**src/sv/multi_mode_crc_checksum_unit_macros.svh**
```systemverilog
// ----------------------------------------------------------------------------
// multi_mode_crc_checksum_unit_macros.svh
// Assertion macros for the CRC / checksum unit. Empty under synthesis.
// ----------------------------------------------------------------------------
`ifndef MULTI_MODE_CRC_CHECKSUM_UNIT_MACROS_SVH
`define MULTI_MODE_CRC_CHECKSUM_UNIT_MACROS_SVH

`ifndef SYNTHESIS
// antecedent implies consequent in the same cycle
`define MMCRC_ASSERT_NOW(lbl, ante, cons) \
    lbl: assert property (@(posedge clk) disable iff (!rst_n) (ante) |-> (cons)) \
        else $error("mmcrc: same-cycle check failed");
// antecedent implies consequent in the next cycle
`define MMCRC_ASSERT_NEXT(lbl, ante, cons) \
    lbl: assert property (@(posedge clk) disable iff (!rst_n) (ante) |=> (cons)) \
        else $error("mmcrc: next-cycle check failed");
`else
`define MMCRC_ASSERT_NOW(lbl, ante, cons)
`define MMCRC_ASSERT_NEXT(lbl, ante, cons)
`endif

`endif

```
**src/sv/mmcrc_pkg.sv**
```systemverilog
// ----------------------------------------------------------------------------
// mmcrc_pkg
// Types, mode codes and CRC helpers shared by the CRC / checksum unit.
// ----------------------------------------------------------------------------
package mmcrc_pkg;

    typedef enum logic [2:0] {
        MODE_CRC8  = 3'd0,
        MODE_CRC16 = 3'd1,
        MODE_CRC32 = 3'd2,
        MODE_SUM8  = 3'd3,
        MODE_SUM16 = 3'd4,
        MODE_SUM32 = 3'd5
    } mode_t;

    localparam logic [2:0] MODE_LIMIT = 3'd6;

    localparam logic       CMD_GENERATE = 1'b0;
    localparam logic       CMD_VERIFY   = 1'b1;

    // CRC register is kept left-aligned in 32 bits for every width
    localparam logic [31:0] POLY8_AL  = 32'h0700_0000;
    localparam logic [31:0] POLY16_AL = 32'h1021_0000;
    localparam logic [31:0] POLY32    = 32'h04C1_1DB7;
    localparam logic [31:0] INIT16_AL = 32'hFFFF_0000;
    localparam logic [31:0] INIT32    = 32'hFFFF_FFFF;

    localparam logic [5:0] BITS8  = 6'd8;
    localparam logic [5:0] BITS16 = 6'd16;
    localparam logic [5:0] BITS32 = 6'd32;

    typedef struct packed {
        logic feed;      // s1 item is consumed this cycle
        logic cfg_write; // mode register write
    } mmcrc_ctrl_t;

    typedef struct packed {
        logic [31:0] value;
        logic [5:0]  bits;
        logic        mismatch;
    } mmcrc_result_t;

    function automatic logic [31:0] crc_init_al(input logic [2:0] mode);
        logic [31:0] v;
        case (mode)
            MODE_CRC16: v = INIT16_AL;
            MODE_CRC32: v = INIT32;
            default:    v = '0;
        endcase
        return v;
    endfunction

    function automatic logic [31:0] crc_poly_al(input logic [2:0] mode);
        logic [31:0] v;
        case (mode)
            MODE_CRC16: v = POLY16_AL;
            MODE_CRC32: v = POLY32;
            default:    v = POLY8_AL;
        endcase
        return v;
    endfunction

    function automatic logic [5:0] mode_bits(input logic [2:0] mode);
        logic [5:0] v;
        case (mode) inside
            MODE_CRC8, MODE_SUM8:   v = BITS8;
            MODE_CRC16, MODE_SUM16: v = BITS16;
            default:                v = BITS32;
        endcase
        return v;
    endfunction

endpackage

```
**src/sv/mmcrc_engine.sv**
```systemverilog
// ----------------------------------------------------------------------------
// mmcrc_engine
// Mode register, running CRC / sum state and the one-byte update.
// ----------------------------------------------------------------------------
module mmcrc_engine
    import mmcrc_pkg::*;
(
    input  logic          clk,
    input  logic          rst_n,
    input  mmcrc_ctrl_t   ctrl,
    input  logic [2:0]    cfg_wdata,
    input  logic          command,
    input  logic [7:0]    data_byte,
    input  logic [3:0]    valid_bits,
    input  logic          last,
    input  logic [31:0]   received_check,
    output mmcrc_result_t result
);

    logic [2:0]  mode_reg;
    logic [31:0] crc_reg,  crc_next;
    logic [31:0] sum_reg,  sum_next;
    logic [1:0]  biw_reg,  biw_next;

    logic [3:0]  nbits;
    logic [7:0]  byte_m;
    logic [31:0] crc_calc;
    logic [31:0] poly;
    logic [31:0] addend;
    logic [31:0] sum_raw;
    logic [1:0]  biw_adv;
    logic        is_crc;
    logic [31:0] value;
    logic [31:0] mask;

    function automatic logic [31:0] mask_of_mode(input logic [2:0] mode);
        logic [31:0] v;
        case (mode) inside
            MODE_CRC8, MODE_SUM8:   v = 32'h0000_00FF;
            MODE_CRC16, MODE_SUM16: v = 32'h0000_FFFF;
            default:                v = 32'hFFFF_FFFF;
        endcase
        return v;
    endfunction

    assign is_crc = (mode_reg == MODE_CRC8) || (mode_reg == MODE_CRC16) ||
                    (mode_reg == MODE_CRC32);
    assign poly   = crc_poly_al(mode_reg);

    // tail bits only count on the last byte; anything above eight saturates
    assign nbits = (!last || (valid_bits > 4'd8)) ? 4'd8 : valid_bits;

    always_comb
    begin
        for (int i = 0; i < 8; i++)
        begin
            byte_m[7-i] = data_byte[7-i] & (4'(i) < nbits);
        end
        crc_calc = crc_reg ^ {byte_m, 24'd0};
        for (int i = 0; i < 8; i++)
        begin
            if (4'(i) < nbits)
            begin
                crc_calc = crc_calc[31] ? ({crc_calc[30:0], 1'b0} ^ poly)
                                        : {crc_calc[30:0], 1'b0};
            end
        end
    end

    // big-endian placement of the byte within the current sum word
    always_comb
    begin
        case (mode_reg)
            MODE_SUM16:
            begin
                addend  = biw_reg[0] ? {24'd0, data_byte} : {16'd0, data_byte, 8'd0};
                biw_adv = {1'b0, ~biw_reg[0]};
                mask    = 32'h0000_FFFF;
            end
            MODE_SUM32:
            begin
                case (biw_reg)
                    2'd0:    addend = {data_byte, 24'd0};
                    2'd1:    addend = {8'd0, data_byte, 16'd0};
                    2'd2:    addend = {16'd0, data_byte, 8'd0};
                    default: addend = {24'd0, data_byte};
                endcase
                biw_adv = biw_reg + 2'd1;
                mask    = 32'hFFFF_FFFF;
            end
            default:
            begin
                addend  = {24'd0, data_byte};
                biw_adv = 2'd0;
                mask    = 32'h0000_00FF;
            end
        endcase
        sum_raw = (sum_reg + addend) & mask;
    end

    always_comb
    begin
        crc_next = crc_reg;
        sum_next = sum_reg;
        biw_next = biw_reg;
        if (is_crc)
        begin
            crc_next = crc_calc;
        end
        else if (nbits != 4'd0)
        begin
            sum_next = sum_raw;
            biw_next = biw_adv;
        end
    end

    always_comb
    begin
        case (mode_reg)
            MODE_CRC8:  value = {24'd0, crc_next[31:24]};
            MODE_CRC16: value = {16'd0, crc_next[31:16]};
            MODE_CRC32: value = ~crc_next;
            default:    value = sum_next;
        endcase
        result.value    = value;
        result.bits     = mode_bits(mode_reg);
        result.mismatch = (command == CMD_VERIFY) &&
                          ((received_check & mask_of_mode(mode_reg)) != value);
    end

    always_ff @(posedge clk or negedge rst_n)
    begin
        if (!rst_n)
        begin
            mode_reg <= MODE_CRC8;
            crc_reg  <= '0;
            sum_reg  <= '0;
            biw_reg  <= '0;
        end
        else if (ctrl.cfg_write)
        begin
            // codes past the last mode are dropped
            if (cfg_wdata < MODE_LIMIT)
            begin
                mode_reg <= cfg_wdata;
                crc_reg  <= crc_init_al(cfg_wdata);
                sum_reg  <= '0;
                biw_reg  <= '0;
            end
        end
        else if (ctrl.feed)
        begin
            if (last)
            begin
                crc_reg <= crc_init_al(mode_reg);
                sum_reg <= '0;
                biw_reg <= '0;
            end
            else
            begin
                crc_reg <= crc_next;
                sum_reg <= sum_next;
                biw_reg <= biw_next;
            end
        end
    end

endmodule

```
**src/sv/multi_mode_crc_checksum_unit.sv**
```systemverilog
// ----------------------------------------------------------------------------
// multi_mode_crc_checksum_unit
// Byte-wide CRC-8/16/32 and 8/16/32-bit additive checksum, generate or verify.
//
//   channel   signals                                   moves
//   input     in_valid / in_ready + 5 field ports       one message byte
//   output    out_valid / out_ready + 3 field ports     check result (last only)
//   config    cfg_we / cfg_wdata                        mode write, no wait
//
// One item per cycle while input is not held up. An item sits in the input register,
// where the unrolled 8-bit CRC step and the sum adder run, and a last item's result is
// registered for the output. Only a last item waiting on a full, stalled result
// register holds up input. Reset selects CRC-8 and clears all running state.
// ----------------------------------------------------------------------------
`include "multi_mode_crc_checksum_unit_macros.svh"

module multi_mode_crc_checksum_unit
    import mmcrc_pkg::*;
(
    input  logic        clk,
    input  logic        rst_n,
    input  logic        cfg_we,
    input  logic [2:0]  cfg_wdata,
    input  logic        in_valid,
    output logic        in_ready,
    input  logic        command,
    input  logic [7:0]  data_byte,
    input  logic [3:0]  valid_bits,
    input  logic        last,
    input  logic [31:0] received_check,
    output logic        out_valid,
    input  logic        out_ready,
    output logic [31:0] check_value,
    output logic [5:0]  check_bits,
    output logic        mismatch
);

    logic        s1_valid_reg;
    logic        s1_cmd_reg;
    logic [7:0]  s1_byte_reg;
    logic [3:0]  s1_vbits_reg;
    logic        s1_last_reg;
    logic [31:0] s1_recv_reg;

    logic        out_valid_reg;
    logic [31:0] out_value_reg;
    logic [5:0]  out_bits_reg;
    logic        out_mismatch_reg;

    logic          out_free;
    logic          s1_move;
    mmcrc_ctrl_t   ctrl;
    mmcrc_result_t result;

    assign out_free = !out_valid_reg || out_ready;
    assign s1_move  = s1_valid_reg && (!s1_last_reg || out_free);
    assign in_ready = !s1_valid_reg || s1_move;

    assign ctrl.feed      = s1_move;
    assign ctrl.cfg_write = cfg_we;

    mmcrc_engine u_engine (
        .clk            (clk),
        .rst_n          (rst_n),
        .ctrl           (ctrl),
        .cfg_wdata      (cfg_wdata),
        .command        (s1_cmd_reg),
        .data_byte      (s1_byte_reg),
        .valid_bits     (s1_vbits_reg),
        .last           (s1_last_reg),
        .received_check (s1_recv_reg),
        .result         (result)
    );

    always_ff @(posedge clk or negedge rst_n)
    begin
        if (!rst_n)
        begin
            s1_valid_reg <= 1'b0;
        end
        else if (in_ready)
        begin
            s1_valid_reg <= in_valid;
        end
    end

    always_ff @(posedge clk)
    begin
        if (in_ready && in_valid)
        begin
            s1_cmd_reg   <= command;
            s1_byte_reg  <= data_byte;
            s1_vbits_reg <= valid_bits;
            s1_last_reg  <= last;
            s1_recv_reg  <= received_check;
        end
    end

    always_ff @(posedge clk or negedge rst_n)
    begin
        if (!rst_n)
        begin
            out_valid_reg <= 1'b0;
        end
        else if (s1_move && s1_last_reg)
        begin
            out_valid_reg <= 1'b1;
        end
        else if (out_ready)
        begin
            out_valid_reg <= 1'b0;
        end
    end

    always_ff @(posedge clk)
    begin
        if (s1_move && s1_last_reg)
        begin
            out_value_reg    <= result.value;
            out_bits_reg     <= result.bits;
            out_mismatch_reg <= result.mismatch;
        end
    end

    assign out_valid   = out_valid_reg;
    assign check_value = out_value_reg;
    assign check_bits  = out_bits_reg;
    assign mismatch    = out_mismatch_reg;

    `MMCRC_ASSERT_NOW(a_bits_legal, out_valid_reg,
        (out_bits_reg == BITS8) || (out_bits_reg == BITS16) || (out_bits_reg == BITS32))
    `MMCRC_ASSERT_NOW(a_value_fits, out_valid_reg && (out_bits_reg == BITS8),
        out_value_reg[31:8] == 24'd0)
    `MMCRC_ASSERT_NEXT(a_last_lands, s1_move && s1_last_reg, out_valid_reg)
    `MMCRC_ASSERT_NOW(a_stall_cause, s1_valid_reg && !in_ready,
        s1_last_reg && out_valid_reg && !out_ready)

endmodule

```
**config.mk**
```make
export PLATFORM = sky130hd
export DESIGN_NAME = multi_mode_crc_checksum_unit
export DESIGN_NICKNAME = d
export VERILOG_FILES = /design/src/sv/mmcrc_pkg.sv /design/src/sv/mmcrc_engine.sv /design/src/sv/multi_mode_crc_checksum_unit.sv
export VERILOG_INCLUDE_DIRS = /design/src /design/src/sv
export SDC_FILE = /design/constraint.sdc
export NUM_CORES = 1
export LEC_CHECK = 0
export BUFFER_PORTS_ARGS = -buffer_cell sky130_fd_sc_hd__buf_2
export CAP_MARGIN = 0
export CORE_MARGIN = 2
export CORE_UTILIZATION = 35
export DETAILED_ROUTE_END_ITERATION = 12
export MAX_ROUTING_LAYER = met4
export PLACE_DENSITY = 0.52
export REMOVE_ABC_BUFFERS = 1
export SYNTH_ARGS = -nofsm -noshare
export SYNTH_HDL_FRONTEND = slang
export SYNTH_SLANG_ARGS = --single-unit
```
**constraint.sdc**
```tcl
create_clock -name clk -period 5.9 [get_ports clk]
set_clock_uncertainty 0.1 [all_clocks]
set_input_delay 0.59 -clock clk [delete_from_list [all_inputs] [get_ports clk]]
set_output_delay 0.59 -clock clk [all_outputs]
set_load 0.03 [all_outputs]
```
==> results of run 1 <==
per-layer routing:
layer | routed length (um) | vias up
met5 | 0 | -
met4 | 6330 | 0
met3 | 5530 | 267
met2 | 39000 | 943
met1 | 35700 | 9347
li1 | - | 8505
repair_timing:
action,4_1_cts,5_1_grt
setup endpoints to repair,1,1
gates resized for setup,13,125
buffers inserted,0,11
pin swaps,3,51
critical path, delay by kind of cell (launching register included):
family / cells / cell delay, ns
and+or+nand+nor: 7 / 2.27
buffers and inverters: 3 / 0.54
AOI/OAI and AO/OA: 9 / 2.15
DFF: 1 / 0.36
cell families (layout without fill, tap and decap cells):
kind of cell    Yosys count  count (layout)  synth area share (%)
simple gates            736             736                  22.5
compound gates          731             731                  31.2
buf+inv                 177             572                  4.47
xor+xnor                158             158                  9.02
flops                   153             153                  26.0
mux                      61              61                  4.06
fa+ha+maj                36              36                  2.80
other cells               1               3                0.0230
through the flow:
| step | area, um2 | std cells | hold slack [ns] |
|---|---|---|---|
| 2_1_floorplan | 15700 | 1908 | 0.194 |
| 3_3_place_gp | 20100 | 3014 | 0.405 |
| 3_5_place_dp | 20100 | 3014 | 0.417 |
| 4_1_cts | 20800 | 3046 | 0.195 |
| 5_1_grt | 21500 | 3057 | 0.200 |
| 6_report | 21500 | 3057 | 0.191 |
synthesized netlist by cell type, drive strengths merged, types with 17 or more instances:
master,number,area share [%]
a211oi,43,2.1
a21o,24,1.1
a21oi,148,4.7
a22o,43,2.3
a22oi,27,1.2
a31oi,34,1.5
and2,45,1.7
and3,38,1.5
buf,55,1.7
clkbuf,92,2.1
dfrtp,71,11
edfxtp,82,15
ha,35,2.7
inv,29,0.67
mux2i,47,3.0
nand2,216,5.0
nand3,53,1.7
nand4,20,0.77
nor2,181,4.2
nor3,56,2.0
o211ai,39,1.8
o21a,20,0.92
o21ai,174,5.4
o31ai,19,1.1
or2,17,0.65
or3,24,0.93
xnor2,102,5.7
xor2,52,2.8
final cells by class:
class,instances,area [um2]
fill,4626,24800
multi-input combinational,1725,12000
sequential,153,4240
timing repair buffer,510,3660
tap,607,759
clock buffer,17,425
clock inverter,15,210
inverter,30,113
worst max-delay path by stage:
stage	start	end	slack [ns]	cells after the start
final	s1_vbits_reg[1]	mismatch	0.21	19
after global routing	u_engine.biw_reg[1]	mismatch	0.02	23
after detailed placement	s1_vbits_reg[1]	mismatch	-0.38	24
after CTS	s1_vbits_reg[1]	mismatch	0.0005	20
after global placement	s1_vbits_reg[1]	mismatch	-0.35	21
after floorplan	s1_last_reg	mismatch	-0.73	15
report_power, final:
group | internal [mW] | switching (mW) | leakage (nW)
clock network | 0.686 | 0.522 | 0.312
registers | 1.24 | 0.160 | 1.74
logic | 1.73 | 2.51 | 6.93
total | 3.66 | 3.20 | 8.99
==> reports/metrics.csv, run 1 <==
stage,metric,value,unit
run_status,outcome,"finished, final reports clean",
grt,grt_use_met1,46.2,%
cells_and_area,antenna_cells,0,
critical_path,slowest_stage,or4_4,
min_path,hp-class,input port to asynchronous set/reset pin,
drt,wl,86.5,mm
critical_path,r2r_slack,0.21,ns
floorplan,ios,95,
drt,dr_total_vias,19100,
grt,antenna_found_initial,0,
synth,syn_area,0.0163,mm2
critical_path,worstPathMaxFanout,7,
floorplan,core,0.0463,mm2
critical_path,r2r_cells,19,
timing,tns,0,ns
critical_path,r2r-end,mismatch,
clock_network,clock_path_buffers,2,
cells_and_area,layout_commonest_cell,buf_4,
grt,grt_max_degree,72,
drt,viasPerCell,6.24,
synth,yosysSeqAreaShare,26.0,%
pwr,p_per_area,320,mW/mm2
placement,pre_cts_slack,-0.375,ns
critical_path,r2r_start,s1_vbits_reg[1],
synth,yosysWarnings,0,
timing,fmax,0.176,GHz
synth,avgSynthCellArea,7.95,um2
pwr,max-vdd-ir-drop,239,uV
drt,drc,0,
drt,ant_nets,0,
synth,synth-edff-count,82,
cells_and_area,nets,2527,
critical_path,end_kind,flop,
pwr,power,6.86,mW
critical_path,critical_path_class,flop to flop,
drt,drtIter0Drc,1948,
clock_network,clk_pin_slew_worst_paths,0.08,ns
grt,grt_first_pass_wirelength,125,mm
floorplan,start_util,35.3,%
clock_network,cts_tree,built,
run,maxCapViolations,0,
grt,grt_overflow_total,0,
timing,relSlewSlack,18.3,%
floorplan,die_h,220,um
critical_path,critPathArrivalTime,5.79,ns
timing,period_needed,5.69,ns
timing,hold_violations,0,
synth,synth_seq_cells,153,
critical_path,cpMostUsedCell,buf_4,
critical_path,required,6.00,ns
clock_network,cts_buffers,17,
clock_network,htree_num_levels,4,
drt,dr.pass1.iters,8,
clock_network,cts-root-buf,clkbuf_16,
critical_path,critPathLaunchType,flop,
cells_and_area,fin_util,46.4,%
grt,grt_use_met2,56.9,%
grt,grt_util_met3,3.98,%
placement,routabilityCongestion,1.02,
cells_and_area,mostFrequentLayoutCells,"buf_4 (413), nand2_1 (214), nor2_1 (170)",
cells_and_area,syn2layout_area_growth,31.4,%
clock_network,insertion_delay,0.46,ns
grt,grt_pass1_vias,18300,
timing,tightest_slew,1.22,ns
synth,ys.flop_type,edfxtp_1,
synth,yosysUniqueCellTypes,123,
placement,numPortBuffers,91,
timing,worst_slack,0.213,ns
floorplan,rows,79,
clock_network,cts.hold.buffers_added,0,
grt,track_usage,36.7,%
critical_path,crit_chain,buf_4 -> or4b_1 -> buf_4 -> a21oi_4 -> o31ai_4 -> or4_4 -> a311oi_4 -> nor2_1 -> buf_4 -> a22o_1 -> o21a_1 -> nor3_4 -> a211oi_4 -> o2bb2ai_1 -> nor4b_1 -> or4_4 -> a2111oi_4 -> nand4_1 -> o31a_1,
floorplan,die_width,220,um
timing,rsz0062_at_grt,false,
pwr,p_leak,8.99,nW
timing,slew_violations,0,
critical_path,critPathMaxStageDelay,0.57,ns
drt,wl_per_cell,28.3,um
timing,setup-violations-final,0,
timing,post-route-period-util,96.4,%
floorplan,dieArea,0.0484,mm2
cells_and_area,drive_above_1_share,30.1,%
clock_network,clock_sinks,153,
synth,async_reset_ff_share,46.4,%
synth,synth_cells,2053,
placement,hpwl,68.1,mm
grt,grt.busiest_layer,met2,
Power figures use the tool's default switching activity.
==> run 2, diff against run 1 <==
--- a/config.mk
+++ b/config.mk
@@ -11,8 +11,9 @@
 export CORE_MARGIN = 2
 export CORE_UTILIZATION = 35
 export DETAILED_ROUTE_END_ITERATION = 12
+export GPL_ROUTABILITY_DRIVEN = 0
 export MAX_ROUTING_LAYER = met4
-export PLACE_DENSITY = 0.52
+export PLACE_DENSITY_LB_ADDON = 0.15
 export REMOVE_ABC_BUFFERS = 1
 export SYNTH_ARGS = -nofsm -noshare
 export SYNTH_HDL_FRONTEND = slang
==> reports/metrics.csv, run 2 (synthesis gave the netlist of run 1 again) <==
stage,metric,value,unit,change
run_status,outcome,"finished, final reports clean",,
critical_path,crit_family,compound AO/OA/AOI/OAI gates,,
pwr,p_per_area,322,mW/mm2,+0.90%
drt,ant_nets,0,,unchanged
critical_path,crit_chain,or3b_2 -> buf_4 -> mux2i_1 -> buf_4 -> and3_1 -> xnor2_1 -> xor2_1 -> nor2_1 -> a221oi_1 -> o21ai_0 -> a211oi_1 -> a22oi_1 -> o22ai_1 -> o211ai_1 -> a2111oi_2 -> buf_4 -> nand4_1 -> o31a_1,,
placement,hpwl,60.8,mm,-11%
min_path,hp-class,input port to asynchronous set/reset pin,,
clock_network,clock_sinks,153,,unchanged
floorplan,ios,95,,unchanged
critical_path,critical_path_class,flop to flop,,
timing,setup-violations-final,0,,unchanged
clock_network,insertion_delay,0.45,ns,about the same
critical_path,end_kind,flop,,
drt,dr.pass1.iters,5,,-3
timing,tns,0,ns,unchanged
grt,grt_max_degree,72,,unchanged
clock_network,cts.hold.buffers_added,0,,unchanged
timing,fmax,0.173,GHz,-1.7%
critical_path,slowest_stage,or3b_2,,
grt,track_usage,33.4,%,-3.3 points
placement,numPortBuffers,91,,unchanged
floorplan,die_width,220,um,unchanged
clock_network,cts-root-buf,clkbuf_16,,
cells_and_area,syn2layout_area_growth,24.9,%,
critical_path,critPathLaunchType,flop,,
drt,wl_per_cell,26.8,um,-5.2%
critical_path,required,6.01,ns,about the same
cells_and_area,n_fill_cell,4704,,+1.7%
clock_network,cts_buffers,17,,unchanged
grt,grt_overflow_total,0,,unchanged
cells_and_area,layout_commonest_cell,buf_4,,
timing,period_needed,5.78,ns,+0.0961 ns
critical_path,r2r_slack,0.12,ns,-0.10 ns
drt,dr_total_vias,18900,,-0.94%
cells_and_area,postLayoutCellArea,0.0204,mm2,-4.9%
critical_path,cpMostUsedCell,buf_4,,
timing,tightest_slew,1.17,ns,-0.0515 ns
drt,wl,79.3,mm,-8.3%
clock_network,cts_tree,built,,
clock_network,htree_num_levels,4,,unchanged
critical_path,worstPathMaxFanout,26,,+19
clock_network,clock_path_buffers,2,,unchanged
pwr,max-vdd-ir-drop,280,uV,+17%
critical_path,critPathMaxStageDelay,0.56,ns,about the same
clock_network,clk_pin_slew_worst_paths,0.07,ns,about the same
timing,slew_violations,0,,unchanged
critical_path,critPathArrivalTime,5.89,ns,+0.10 ns
grt,antenna_found_initial,4,,+4
cells_and_area,mostFrequentLayoutCells,"buf_4 (313), nand2_1 (215), nor2_1 (173)",,
timing,hold_violations,0,,unchanged
run,maxCapViolations,0,,unchanged
cells_and_area,fin_util,44.1,%,-2.3 points
floorplan,core,0.0463,mm2,unchanged
drt,drtIter0Drc,2482,,+27%
critical_path,path_buf_inv,3,,unchanged
timing,post-route-period-util,98.0,%,+1.6 points
cells_and_area,drive_above_1_share,25.3,%,-4.8 points
floorplan,start_util,35.3,%,unchanged
floorplan,dieArea,0.0484,mm2,unchanged
drt,drc,0,,unchanged
timing,relSlewSlack,22.2,%,+3.9 points
floorplan,die_h,220,um,unchanged
drt,viasPerCell,6.39,,+2.4%
floorplan,rows,79,,unchanged
grt,grt_first_pass_wirelength,116,mm,-7.0%
placement,placed_cell_area,0.0194,mm2,-3.5%
grt,grt_pass1_vias,18000,,-1.6%
pwr,p_leak,8.44,nW,-6.1%
cells_and_area,nets,2425,,-4.0%
-- run 2: changes by cell type in the layout (fill, tap and decap cells not counted), moves of 5 or more --
cell and delta:
xnor2_1 +5, a22oi_2 -6, o21ai_0 +6, buf_4 -100, inv_8 -5, o31ai_2 +5, a22oi_1 +6, xnor2_2 -5
-- run 2: metrics by stage --
stage	hold WS [ns]	instances	setup slack [ns]	power, mW
after CTS	0.190	2950	0.00615	6.39
after detailed placement	0.413	2918	-0.268	5.12
after global routing	0.200	2955	-0.0531	6.81
after global placement	0.400	2918	-0.214	5.10
after floorplan	0.194	1908	-0.726	3.36
final	0.190	2956	0.116	6.58
-- run 2: layout make-up --
type | instances | area, um2 | area share [%]
Sequential cell | 153 | 4240 | 20.8
Inverter | 30 | 113 | 0.552
Timing Repair Buffer | 408 | 2900 | 14.2
Clock buffer | 18 | 429 | 2.10
Multi-Input combinational cell | 1725 | 11700 | 57.5
Clock inverter | 14 | 216 | 1.06
Antenna cell | 1 | 2.50 | 0.0123
Tap cell | 607 | 759 | 3.72
-- run 2: path summary, 6_finish.rpt --
| kind | startpoint | end | cells after the start |
|---|---|---|---|
| worst min register to register | u_engine.sum_reg[3] | u_engine.sum_reg[3] | 2 |
| worst min-delay path | rst_n | u_engine.sum_reg[17] | 1 |
| worst max-delay path | s1_vbits_reg[2] | mismatch | 18 |
| min in group clk | received_check[22] | s1_recv_reg[22] | 1 |
| max in group asynchronous | rst_n | u_engine.biw_reg[0] | 1 |
| worst max register to register | s1_vbits_reg[2] | mismatch | 18 |
-- run 2: what timing repair did --
action                                  4_1_cts  5_1_grt
endpoints found under the setup margin        1        1
buffers inserted                              0        5
resized for setup                             6       67
pin swaps                                     2       21
-- run 2: layer usage --
| layer | global-route usage [%] | part of all wire [%] | vias up |
|---|---|---|---|
| met5 | - | 0 | - |
| met4 | 18.6 | 6.5 | 0 |
| met3 | 5.41 | 9.7 | 276 |
| met2 | 49.4 | 43 | 1162 |
| met1 | 43.4 | 41 | 9147 |
| li1 | - | - | 8297 |
-- run 2: report_power, final --
| part | leakage, nW | total, mW | switching [mW] | internal (mW) |
|---|---|---|---|---|
| Combinational | 6.38 | 3.94 | 2.39 | 1.55 |
| Clock | 0.315 | 1.24 | 0.484 | 0.754 |
| Sequential | 1.74 | 1.40 | 0.153 | 1.24 |
| Total | 8.44 | 6.58 | 3.02 | 3.55 |
-- run 2: worst register-to-register path, stage by stage (launching register included) --
cell and delay, ns:
edfxtp_1 0.47, or3b_2 0.56, buf_4 0.28, mux2i_1 0.31, buf_4 0.20, and3_1 0.24, xnor2_1 0.19, xor2_1 0.44
nor2_1 0.17, a221oi_1 0.30, o21ai_0 0.17, a211oi_1 0.53, a22oi_1 0.27, o22ai_1 0.29, o211ai_1 0.16, a2111oi_2 0.29
buf_4 0.17, nand4_1 0.09, o31a_1 0.31
